**config.mk**
```make
export PLATFORM = sky130hd
export DESIGN_NAME = scan_disk_scheduler_core
export DESIGN_NICKNAME = d
export VERILOG_FILES = /design/src/sds_pkg.sv /design/src/scan_disk_scheduler_core.sv /design/src/sds_cell.sv /design/src/sds_div.sv
export VERILOG_INCLUDE_DIRS = /design/src /design/src/src
export SDC_FILE = /design/constraint.sdc
export NUM_CORES = 2
export LEC_CHECK = 0
export BUFFER_PORTS_ARGS = -buffer_cell sky130_fd_sc_hd__buf_2
export CELL_PAD_IN_SITES_DETAIL_PLACEMENT = 0
export CELL_PAD_IN_SITES_GLOBAL_PLACEMENT = 2
export CORE_UTILIZATION = 39
export CTS_CLUSTER_SIZE = 20
export DETAILED_ROUTE_END_ITERATION = 8
export PLACE_DENSITY = 0.85
export SLEW_MARGIN = 20
export SYNTH_ARGS = -nofsm -noshare
export SYNTH_HDL_FRONTEND = slang
export SYNTH_SLANG_ARGS = --single-unit
```
**constraint.sdc**
```tcl
create_clock -name clk -period 13.04 [get_ports clk]
set_input_delay 2.608 -clock clk [delete_from_list [all_inputs] [get_ports clk]]
set_output_delay 2.608 -clock clk [all_outputs]
set_load 0.03 [all_outputs]
```
**src/assert_macros.svh**
```systemverilog
// Assertion macros shared by the scheduler modules.
// Each macro samples on clk and is disabled while arst_n is low.
`ifndef ASSERT_MACROS_SVH
`define ASSERT_MACROS_SVH

// The consequent must hold in the same cycle as the antecedent.
`define SDS_ASSERT_IMPL(label, ante, cons) \
	label: assert property (@(posedge clk) disable iff (!arst_n) (ante) |-> (cons)) \
		else $error("implication check failed");

// The consequent must hold in the cycle after the antecedent.
`define SDS_ASSERT_NEXT(label, ante, cons) \
	label: assert property (@(posedge clk) disable iff (!arst_n) (ante) |=> (cons)) \
		else $error("next-cycle check failed");

// The expression must hold in every cycle.
`define SDS_ASSERT_ALWAYS(label, expr) \
	label: assert property (@(posedge clk) disable iff (!arst_n) (expr)) \
		else $error("invariant check failed");

`endif

```
**src/sds_pkg.sv**
```systemverilog
package sds_pkg;

	localparam int QUEUE_DEPTH = 32;
	localparam int TRACK_BITS  = 16;

	localparam int FIELD_W = 16;
	localparam int SEEK_W  = 17;
	localparam int CNT_W   = $clog2(QUEUE_DEPTH + 1);
	localparam int ITER_W  = $clog2(SEEK_W);

	localparam logic [FIELD_W-1:0] DISK_SIZE_RESET = 16'd200;

	localparam logic OPC_LOAD = 1'b0;
	localparam logic OPC_RUN  = 1'b1;

	typedef enum logic [1:0] {
		OP_HOLD,
		OP_INSERT,
		OP_PUSH,
		OP_POP
	} cell_op_t;

	typedef struct packed {
		cell_op_t              op;
		logic [TRACK_BITS-1:0] x;
	} cell_cmd_t;

	typedef struct packed {
		logic                  valid;
		logic [TRACK_BITS-1:0] value;
		logic                  gt;
	} cell_link_t;

endpackage

```
**src/scan_disk_scheduler_core.sv**
```systemverilog
// SCAN disk scheduler. A load transaction (opcode 0) queues one request track in a sorted
// chain of cells; loads beyond the queue depth are dropped. A run transaction (opcode 1)
// carries the head position and makes busy rise. The block first walks the sorted chain
// from the low end, one cell per cycle, moving requests below the head onto a stack chain
// and emitting requests equal to the head at once, and then finds the end of that walk.
// In ST_SEEK it picks the direction and total seek, in ST_DIV a bit-serial divider forms
// the average, and in ST_EMIT it emits the remaining requests one per cycle. A run in
// which every request equals the head, or whose queue is empty, returns to idle after
// the walk. Each result is shown for one cycle under strobe and the receiver cannot
// stall it; is_last marks the final result, which carries total_seek and average_seek.
// Write disk_size only while busy is low.
`include "assert_macros.svh"

module scan_disk_scheduler_core (
	input  logic                        clk,
	input  logic                        arst_n,
	input  logic                        start,
	output logic                        busy,
	input  logic                        opcode,
	input  logic [sds_pkg::FIELD_W-1:0] value,
	input  logic                        disk_size_we,
	input  logic [sds_pkg::FIELD_W-1:0] disk_size,
	output logic                        strobe,
	output logic [sds_pkg::FIELD_W-1:0] track,
	output logic [sds_pkg::SEEK_W-1:0]  total_seek,
	output logic [sds_pkg::SEEK_W-1:0]  average_seek,
	output logic                        is_last
);

	localparam int D  = sds_pkg::QUEUE_DEPTH;
	localparam int TW = sds_pkg::TRACK_BITS;
	localparam int SW = sds_pkg::SEEK_W;
	localparam int CW = sds_pkg::CNT_W;

	typedef enum logic [2:0] {
		ST_IDLE,
		ST_SCAN,
		ST_SEEK,
		ST_DIV,
		ST_EMIT
	} state_t;

	state_t                       state_q;
	logic [CW-1:0]                cnt_q;
	logic [sds_pkg::FIELD_W-1:0]  disk_size_q;
	logic                         strobe_q;
	logic                         last_q;
	logic [sds_pkg::FIELD_W-1:0]  track_q;
	logic [SW-1:0]                total_q;
	logic [SW-1:0]                avg_q;

	logic [TW-1:0]                head_q;
	logic [TW-1:0]                max_q;
	logic [TW-1:0]                low_min_q;
	logic [SW-1:0]                seek_q;
	logic                         dir_down_q;

	sds_pkg::cell_link_t          main_link [D];
	sds_pkg::cell_link_t          stk_link [D];
	sds_pkg::cell_cmd_t           main_cmd;
	sds_pkg::cell_cmd_t           stk_cmd;
	sds_pkg::cell_link_t          main_head;
	sds_pkg::cell_link_t          stk_head;

	logic [TW-1:0]                in_trk;
	logic                         accept;
	logic                         load_ok;
	logic                         run_go;
	logic                         scan_pop;
	logic                         scan_low;
	logic                         emit_stk;
	logic                         emit_last;
	logic [TW-1:0]                lo_gap;
	logic [TW-1:0]                hi_gap;
	logic                         go_down;
	logic [SW-1:0]                end_pt;
	logic [SW-1:0]                seek_down;
	logic [SW-1:0]                seek_up;
	logic [SW-1:0]                seek_nxt;
	logic                         div_done;
	logic [SW-1:0]                div_quot;

	assign busy    = (state_q != ST_IDLE);
	assign in_trk  = TW'(value);
	assign accept  = start && !busy;
	assign load_ok = accept && (opcode == sds_pkg::OPC_LOAD) && (cnt_q < CW'(D));
	assign run_go  = accept && (opcode == sds_pkg::OPC_RUN);

	assign scan_pop = (state_q == ST_SCAN) && main_link[0].valid
		&& (main_link[0].value <= head_q);
	assign scan_low = scan_pop && (main_link[0].value < head_q);

	assign emit_stk  = dir_down_q ? stk_link[0].valid : !main_link[0].valid;
	assign emit_last = (stk_link[0].valid && !stk_link[1].valid && !main_link[0].valid)
		|| (main_link[0].valid && !main_link[1].valid && !stk_link[0].valid);

	always_comb begin
		main_cmd.x = in_trk;
		if (load_ok) begin
			main_cmd.op = sds_pkg::OP_INSERT;
		end else if (scan_pop || ((state_q == ST_EMIT) && !emit_stk)) begin
			main_cmd.op = sds_pkg::OP_POP;
		end else begin
			main_cmd.op = sds_pkg::OP_HOLD;
		end
	end

	always_comb begin
		stk_cmd.x = main_link[0].value;
		if (scan_low) begin
			stk_cmd.op = sds_pkg::OP_PUSH;
		end else if ((state_q == ST_EMIT) && emit_stk) begin
			stk_cmd.op = sds_pkg::OP_POP;
		end else begin
			stk_cmd.op = sds_pkg::OP_HOLD;
		end
	end

	assign main_head.valid = 1'b1;
	assign main_head.value = main_cmd.x;
	assign main_head.gt    = 1'b0;
	assign stk_head.valid  = 1'b1;
	assign stk_head.value  = stk_cmd.x;
	assign stk_head.gt     = 1'b0;

	for (genvar i = 0; i < D; i++) begin : g_cells
		sds_pkg::cell_link_t main_left;
		sds_pkg::cell_link_t main_right;
		sds_pkg::cell_link_t stk_left;
		sds_pkg::cell_link_t stk_right;

		if (i == 0) begin : g_first
			assign main_left = main_head;
			assign stk_left  = stk_head;
		end else begin : g_inner
			assign main_left = main_link[i-1];
			assign stk_left  = stk_link[i-1];
		end

		if (i == D - 1) begin : g_last
			assign main_right = '0;
			assign stk_right  = '0;
		end else begin : g_body
			assign main_right = main_link[i+1];
			assign stk_right  = stk_link[i+1];
		end

		sds_cell u_main_cell (
			.clk    (clk),
			.arst_n (arst_n),
			.cmd    (main_cmd),
			.left   (main_left),
			.right  (main_right),
			.link   (main_link[i])
		);

		sds_cell u_stk_cell (
			.clk    (clk),
			.arst_n (arst_n),
			.cmd    (stk_cmd),
			.left   (stk_left),
			.right  (stk_right),
			.link   (stk_link[i])
		);
	end

	assign lo_gap  = head_q - stk_link[0].value;
	assign hi_gap  = main_link[0].value - head_q;
	assign go_down = !main_link[0].valid || (stk_link[0].valid && (lo_gap < hi_gap));

	always_comb begin
		end_pt = SW'(disk_size_q);
		if (SW'(head_q) > end_pt) begin
			end_pt = SW'(head_q);
		end
		if (SW'(max_q) > end_pt) begin
			end_pt = SW'(max_q);
		end
	end

	assign seek_down = SW'(head_q) + (main_link[0].valid ? SW'(max_q) : '0);
	assign seek_up   = (end_pt - SW'(head_q))
		+ (stk_link[0].valid ? (end_pt - SW'(low_min_q)) : '0);
	assign seek_nxt  = go_down ? seek_down : seek_up;

	sds_div u_div (
		.clk      (clk),
		.arst_n   (arst_n),
		.start    (state_q == ST_SEEK),
		.dividend (seek_nxt),
		.divisor  (cnt_q),
		.done     (div_done),
		.quotient (div_quot)
	);

	always_ff @(posedge clk or negedge arst_n) begin
		if (!arst_n) begin
			state_q     <= ST_IDLE;
			cnt_q       <= '0;
			disk_size_q <= sds_pkg::DISK_SIZE_RESET;
			strobe_q    <= 1'b0;
			last_q      <= 1'b0;
			track_q     <= '0;
			total_q     <= '0;
			avg_q       <= '0;
		end else begin
			strobe_q <= 1'b0;
			last_q   <= 1'b0;
			if (disk_size_we) begin
				disk_size_q <= disk_size;
			end
			unique case (state_q)
				ST_IDLE: begin
					if (load_ok) begin
						cnt_q <= cnt_q + 1'b1;
					end
					if (run_go) begin
						state_q <= ST_SCAN;
					end
				end
				ST_SCAN: begin
					if (scan_pop) begin
						if (!scan_low) begin
							strobe_q <= 1'b1;
							track_q  <= sds_pkg::FIELD_W'(main_link[0].value);
							total_q  <= '0;
							avg_q    <= '0;
							last_q   <= !stk_link[0].valid && !main_link[1].valid;
						end
					end else if (!main_link[0].valid && !stk_link[0].valid) begin
						state_q <= ST_IDLE;
						cnt_q   <= '0;
					end else begin
						state_q <= ST_SEEK;
					end
				end
				ST_SEEK: begin
					state_q <= ST_DIV;
				end
				ST_DIV: begin
					if (div_done) begin
						state_q <= ST_EMIT;
					end
				end
				ST_EMIT: begin
					strobe_q <= 1'b1;
					last_q   <= emit_last;
					track_q  <= sds_pkg::FIELD_W'(emit_stk ? stk_link[0].value
						: main_link[0].value);
					total_q  <= emit_last ? seek_q : '0;
					avg_q    <= emit_last ? div_quot : '0;
					if (emit_last) begin
						state_q <= ST_IDLE;
						cnt_q   <= '0;
					end
				end
				default: begin
					state_q <= ST_IDLE;
				end
			endcase
		end
	end

	always_ff @(posedge clk) begin
		if (load_ok) begin
			max_q <= ((cnt_q == '0) || (in_trk > max_q)) ? in_trk : max_q;
		end
		if (run_go) begin
			head_q <= in_trk;
		end
		if (scan_low && !stk_link[0].valid) begin
			low_min_q <= main_link[0].value;
		end
		if (state_q == ST_SEEK) begin
			seek_q     <= seek_nxt;
			dir_down_q <= go_down;
		end
	end

	assign strobe       = strobe_q;
	assign track        = track_q;
	assign total_seek   = total_q;
	assign average_seek = avg_q;
	assign is_last      = last_q;

	for (genvar i = 1; i < D; i++) begin : g_chk
		`SDS_ASSERT_IMPL(a_chain_sorted, main_link[i].valid,
			main_link[i-1].valid && (main_link[i-1].value <= main_link[i].value))
	end

	`SDS_ASSERT_IMPL(a_last_has_strobe, is_last, strobe)
	`SDS_ASSERT_NEXT(a_run_goes_busy, start && !busy && (opcode == sds_pkg::OPC_RUN), busy)
	`SDS_ASSERT_ALWAYS(a_cnt_bound, cnt_q <= CW'(D))

endmodule

```
**src/sds_cell.sv**
```systemverilog
module sds_cell (
	input  logic               clk,
	input  logic               arst_n,
	input  sds_pkg::cell_cmd_t cmd,
	input  sds_pkg::cell_link_t left,
	input  sds_pkg::cell_link_t right,
	output sds_pkg::cell_link_t link
);

	logic                           valid_q;
	logic [sds_pkg::TRACK_BITS-1:0] value_q;
	logic                           gt;
	logic                           valid_nxt;
	logic [sds_pkg::TRACK_BITS-1:0] value_nxt;

	assign gt = valid_q && (value_q > cmd.x);

	always_comb begin
		valid_nxt = valid_q;
		value_nxt = value_q;
		unique case (cmd.op)
			sds_pkg::OP_HOLD: begin
			end
			sds_pkg::OP_INSERT: begin
				if (left.gt) begin
					valid_nxt = left.valid;
					value_nxt = left.value;
				end else if (gt || (!valid_q && left.valid)) begin
					valid_nxt = 1'b1;
					value_nxt = cmd.x;
				end
			end
			sds_pkg::OP_PUSH: begin
				valid_nxt = left.valid;
				value_nxt = left.value;
			end
			sds_pkg::OP_POP: begin
				valid_nxt = right.valid;
				value_nxt = right.value;
			end
			default: begin
			end
		endcase
	end

	always_ff @(posedge clk or negedge arst_n) begin
		if (!arst_n) begin
			valid_q <= 1'b0;
		end else begin
			valid_q <= valid_nxt;
		end
	end

	always_ff @(posedge clk) begin
		value_q <= value_nxt;
	end

	assign link.valid = valid_q;
	assign link.value = value_q;
	assign link.gt    = gt;

endmodule

```
**src/sds_div.sv**
```systemverilog
`include "assert_macros.svh"

module sds_div (
	input  logic                       clk,
	input  logic                       arst_n,
	input  logic                       start,
	input  logic [sds_pkg::SEEK_W-1:0] dividend,
	input  logic [sds_pkg::CNT_W-1:0]  divisor,
	output logic                       done,
	output logic [sds_pkg::SEEK_W-1:0] quotient
);

	logic                        busy_q;
	logic                        done_q;
	logic [sds_pkg::ITER_W-1:0]  iter_q;
	logic [sds_pkg::SEEK_W-1:0]  num_q;
	logic [sds_pkg::CNT_W-1:0]   rem_q;
	logic [sds_pkg::CNT_W-1:0]   div_q;
	logic [sds_pkg::CNT_W:0]     rem_sh;
	logic                        fits;
	logic [sds_pkg::CNT_W:0]     rem_sub;

	assign rem_sh  = {rem_q, num_q[sds_pkg::SEEK_W-1]};
	assign fits    = rem_sh >= {1'b0, div_q};
	assign rem_sub = rem_sh - {1'b0, div_q};

	always_ff @(posedge clk or negedge arst_n) begin
		if (!arst_n) begin
			busy_q <= 1'b0;
			done_q <= 1'b0;
			iter_q <= '0;
		end else begin
			done_q <= 1'b0;
			if (start) begin
				busy_q <= 1'b1;
				iter_q <= sds_pkg::ITER_W'(sds_pkg::SEEK_W - 1);
			end else if (busy_q) begin
				iter_q <= iter_q - 1'b1;
				if (iter_q == '0) begin
					busy_q <= 1'b0;
					done_q <= 1'b1;
				end
			end
		end
	end

	always_ff @(posedge clk) begin
		if (start) begin
			num_q <= dividend;
			rem_q <= '0;
			div_q <= divisor;
		end else if (busy_q) begin
			num_q <= {num_q[sds_pkg::SEEK_W-2:0], fits};
			rem_q <= fits ? rem_sub[sds_pkg::CNT_W-1:0] : rem_sh[sds_pkg::CNT_W-1:0];
		end
	end

	assign done     = done_q;
	assign quotient = num_q;

	`SDS_ASSERT_NEXT(a_div_done_idle, done_q, !busy_q || start)

endmodule
```
==> results.cfg <==
[sta]
maxSlewHeadroom_pct = 19.6
slew_viol_final = 0
fin_crit_sh_pct = 71.3
min_period_ps = 9300
hold_viol = 0
whs_ps = 464
rsz0062_at_grt = false
fin_tns_setup_ps = 0
clock_skew_ps = 54.9
finalWorstSetupSlack_ps = 3740
final-setup-viol-count = 0
worst_pin_slew_ps = 1200
fmax_mhz = 108

[cts]
htreeDepth = 4
cts-resized-gates = 0
cts_hold_buffers = 0
cts_tree = done
clock_tree.root_cell = clkbuf_16
clk_pin_slew_ps = 60
clock_latency_ps = 830
cts.sinks = 1267
clockBufferDepth = 3
postCtsSetupRepairBufs = 0
cts_inserted_buffers = 155

[drt]
wl_per_cell_um = 27.8
wl_met3_um = 23800
viasPerCell = 6.21
top_layer = met5
drt-total-wl_um = 324000
antenna_left = 0
met1_length_um = 140000
drc = 2
met2_length_um = 145000
drt_iter0_drc = 7311
dr.pass1.iters = 8
via_count = 72199

[finish]
fin_util_pct = 43.4
final_cells = 11633
fillCellCount = 21520
layout_commonest_cell = ha_1
mostFrequentLayoutCells = ha_1, edfxtp_1, o21ai_0
area_growth_pct = 10.6
nNetsFinal = 9731
final_cell_area_um2 = 97800
drive_gt1_share_pct = 7.95

[placed_design]
placed_cell_area_um2 = 92600
preCtsSetupSlack_ps = 3920
gp_congestion = 0.927
placedCellCount = 11345
dp_hpwl_um = 226000
numPortBuffers = 89

[yosys]
synth-seq-cells = 1267
yosysWarnings = 0
syn-num-nets = 9741
netlist_area_um2 = 88400
synth_cells = 8522
synth_cell_types = 88
synth.avg_cell_area_um2 = 10.4
ys_seq_area_share_pct = 42.1
synth_edf_count = 1113
synth_ff_type = edfxtp_1
async_flop_share_pct = 11.7

[worst_hold_path]
holdCritPathClass = flip-flop to flip-flop
min-delay-start = u_div.rem_q[5]
min_to = u_div.rem_q[5]
holdPathStages = 2

[global_route]
grt_pass1_vias = 71414
grt_pass1_wl_um = 476000
track_usage_pct = 27.6
grt.overflow.total = 0
antenna_found_initial = 7
grt_max_degree = 185

[setup_path]
worst_r2r_startpoint = head_q[1]
crit_type = flip-flop to flip-flop
reg2reg_to = u_div.quotient[14]
reg2reg_depth = 35
cp_max_fo = 16
critPathRequiredTime_ps = 13600
arrival_ps = 9860
startpoint_type = flip-flop
critPathMaxStageDelay_ps = 640
cp-end-kind = flip-flop
crit_top_cell = ha_1
worst_path_max_delay_cell = nand2_1
r2r_setup_slack_ps = 3740

[power]
peakVddDrop_uv = 153
p_leak_nw = 41.0
powerDensity_nw_per_um2 = 263
finalPower_mw = 25.7

[floorplanning]
num_io_pins = 90
core_area_um2 = 225000
start_util_pct = 39.3
die_y_um = 478
rows = 174
dieArea_um2 = 229000
die_w_um = 478

[status]
violations = DRC
outcome = finished with violations

[run]
drv_cap = 0
cells by family after synthesis:
group	count (synthesis)	synth area share (%)
adders and majority gates	1182	16.9
and+or+nand+nor	2021	10.7
muxes	599	6.81
DFF	1267	42.1
xor gates and xnor gates	70	0.709
buffers and inverters	843	3.92
AOI/OAI and AO/OA	2540	18.9
worst max path at each step:
stage                                                 start                          endpoint  depth (start not counted)  slack [ps]
after floorplan           g_cells[0].u_main_cell.value_q[0]  g_cells[0].u_stk_cell.value_q[0]                         14        1810
after global placement                            head_q[9]                u_div.quotient[14]                         35        3880
after detailed placement                          head_q[1]                u_div.quotient[14]                         35        3920
after CTS                                         head_q[1]                u_div.quotient[14]                         35        3860
after global routing                              head_q[9]                u_div.quotient[14]                         35        3190
final                                             head_q[1]                u_div.quotient[14]                         35        3740
state kept, by name (all words and copies together) (netlist names), 17 cells and up:
name / count
average_seek: 17
g_cells.u_main_cell.valid_q: 32
g_cells.u_main_cell.value_q: 512
g_cells.u_stk_cell.valid_q: 32
g_cells.u_stk_cell.value_q: 512
seek_q: 17
total_seek: 17
u_div.quotient: 17
power breakdown:
| part | total [mW] | leakage, nW | internal (mW) | switching [mW] |
|---|---|---|---|---|
| clock | 4.47 | 2.52 | 2.56 | 1.91 |
| combinational | 12.7 | 26.3 | 4.76 | 7.94 |
| sequential | 8.53 | 12.2 | 7.00 | 1.53 |
| total | 25.7 | 41.0 | 14.3 | 11.4 |
routing by layer:
layer	track usage (%)	up-vias
met4	11.5	6
met5	0	-
li1	-	32501
met1	37.7	36155
met3	4.04	633
met2	43.4	2904
area by class of cell:
| type | instances | area, µm² | share of cell area (%) |
|---|---|---|---|
| clock inverter | 74 | 711 | 0.727 |
| antenna | 2 | 5.00 | 0.00512 |
| clock buffer | 210 | 4420 | 4.52 |
| multi-input combinational | 6412 | 48200 | 49.3 |
| timing repair buffer | 292 | 2040 | 2.09 |
| inverter | 384 | 1450 | 1.48 |
| tap | 2992 | 3740 | 3.83 |
| sequential | 1267 | 37200 | 38.1 |
worst max-delay path, delay by kind of cell, from the launching register on:
family | cells | cell delay, ps
compound gates | 19 | 3670
xor+xnor | 1 | 150
fa+ha+maj | 6 | 2090
buf+inv | 2 | 370
flops | 1 | 540
mux | 3 | 1040
simple gates | 4 | 1200
synthesized netlist by cell type, types with 11 or more instances:
cell type  instances  share of area (%)
ha_1            1161                 16
edfxtp_1        1113                 38
o21ai_0          904                5.1
nand2_1          858                3.6
mux2i_1          579                6.6
a21oi_1          416                2.4
inv_1            382                1.6
nor2_1           381                1.6
a21o_1           313                2.7
clkbuf_1         248                1.1
nand4_1          222                1.6
a221o_1          221                2.5
buf_2            157               0.89
dfrtp_1          145                4.1
a22oi_1          120                1.0
nor2b_1          112               0.79
and2_1           101               0.71
o221ai_1          90               0.89
nand3_1           86               0.49
o21a_1            74               0.63
nor3_1            66               0.37
nand2b_1          49               0.35
o31ai_1           45               0.38
a31oi_1           43               0.30
xnor2_1           42               0.42
and3_1            38               0.27
a22o_1            34               0.34
or3_1             34               0.24
a211o_1           33               0.33
buf_1             32               0.14
o211ai_1          29               0.25
xor2_1            27               0.27
a221oi_1          26               0.26
a211oi_1          25               0.21
fa_1              21               0.48
mux2_2            20               0.25
o21bai_1          19               0.16
or2_2             19               0.13
and4_1            16               0.16
buf_4             16               0.14
o2bb2ai_1         16               0.16
o311ai_0          16               0.16
o41ai_1           13               0.13
o22ai_1           11              0.078
(Power assumes the default switching activity.)
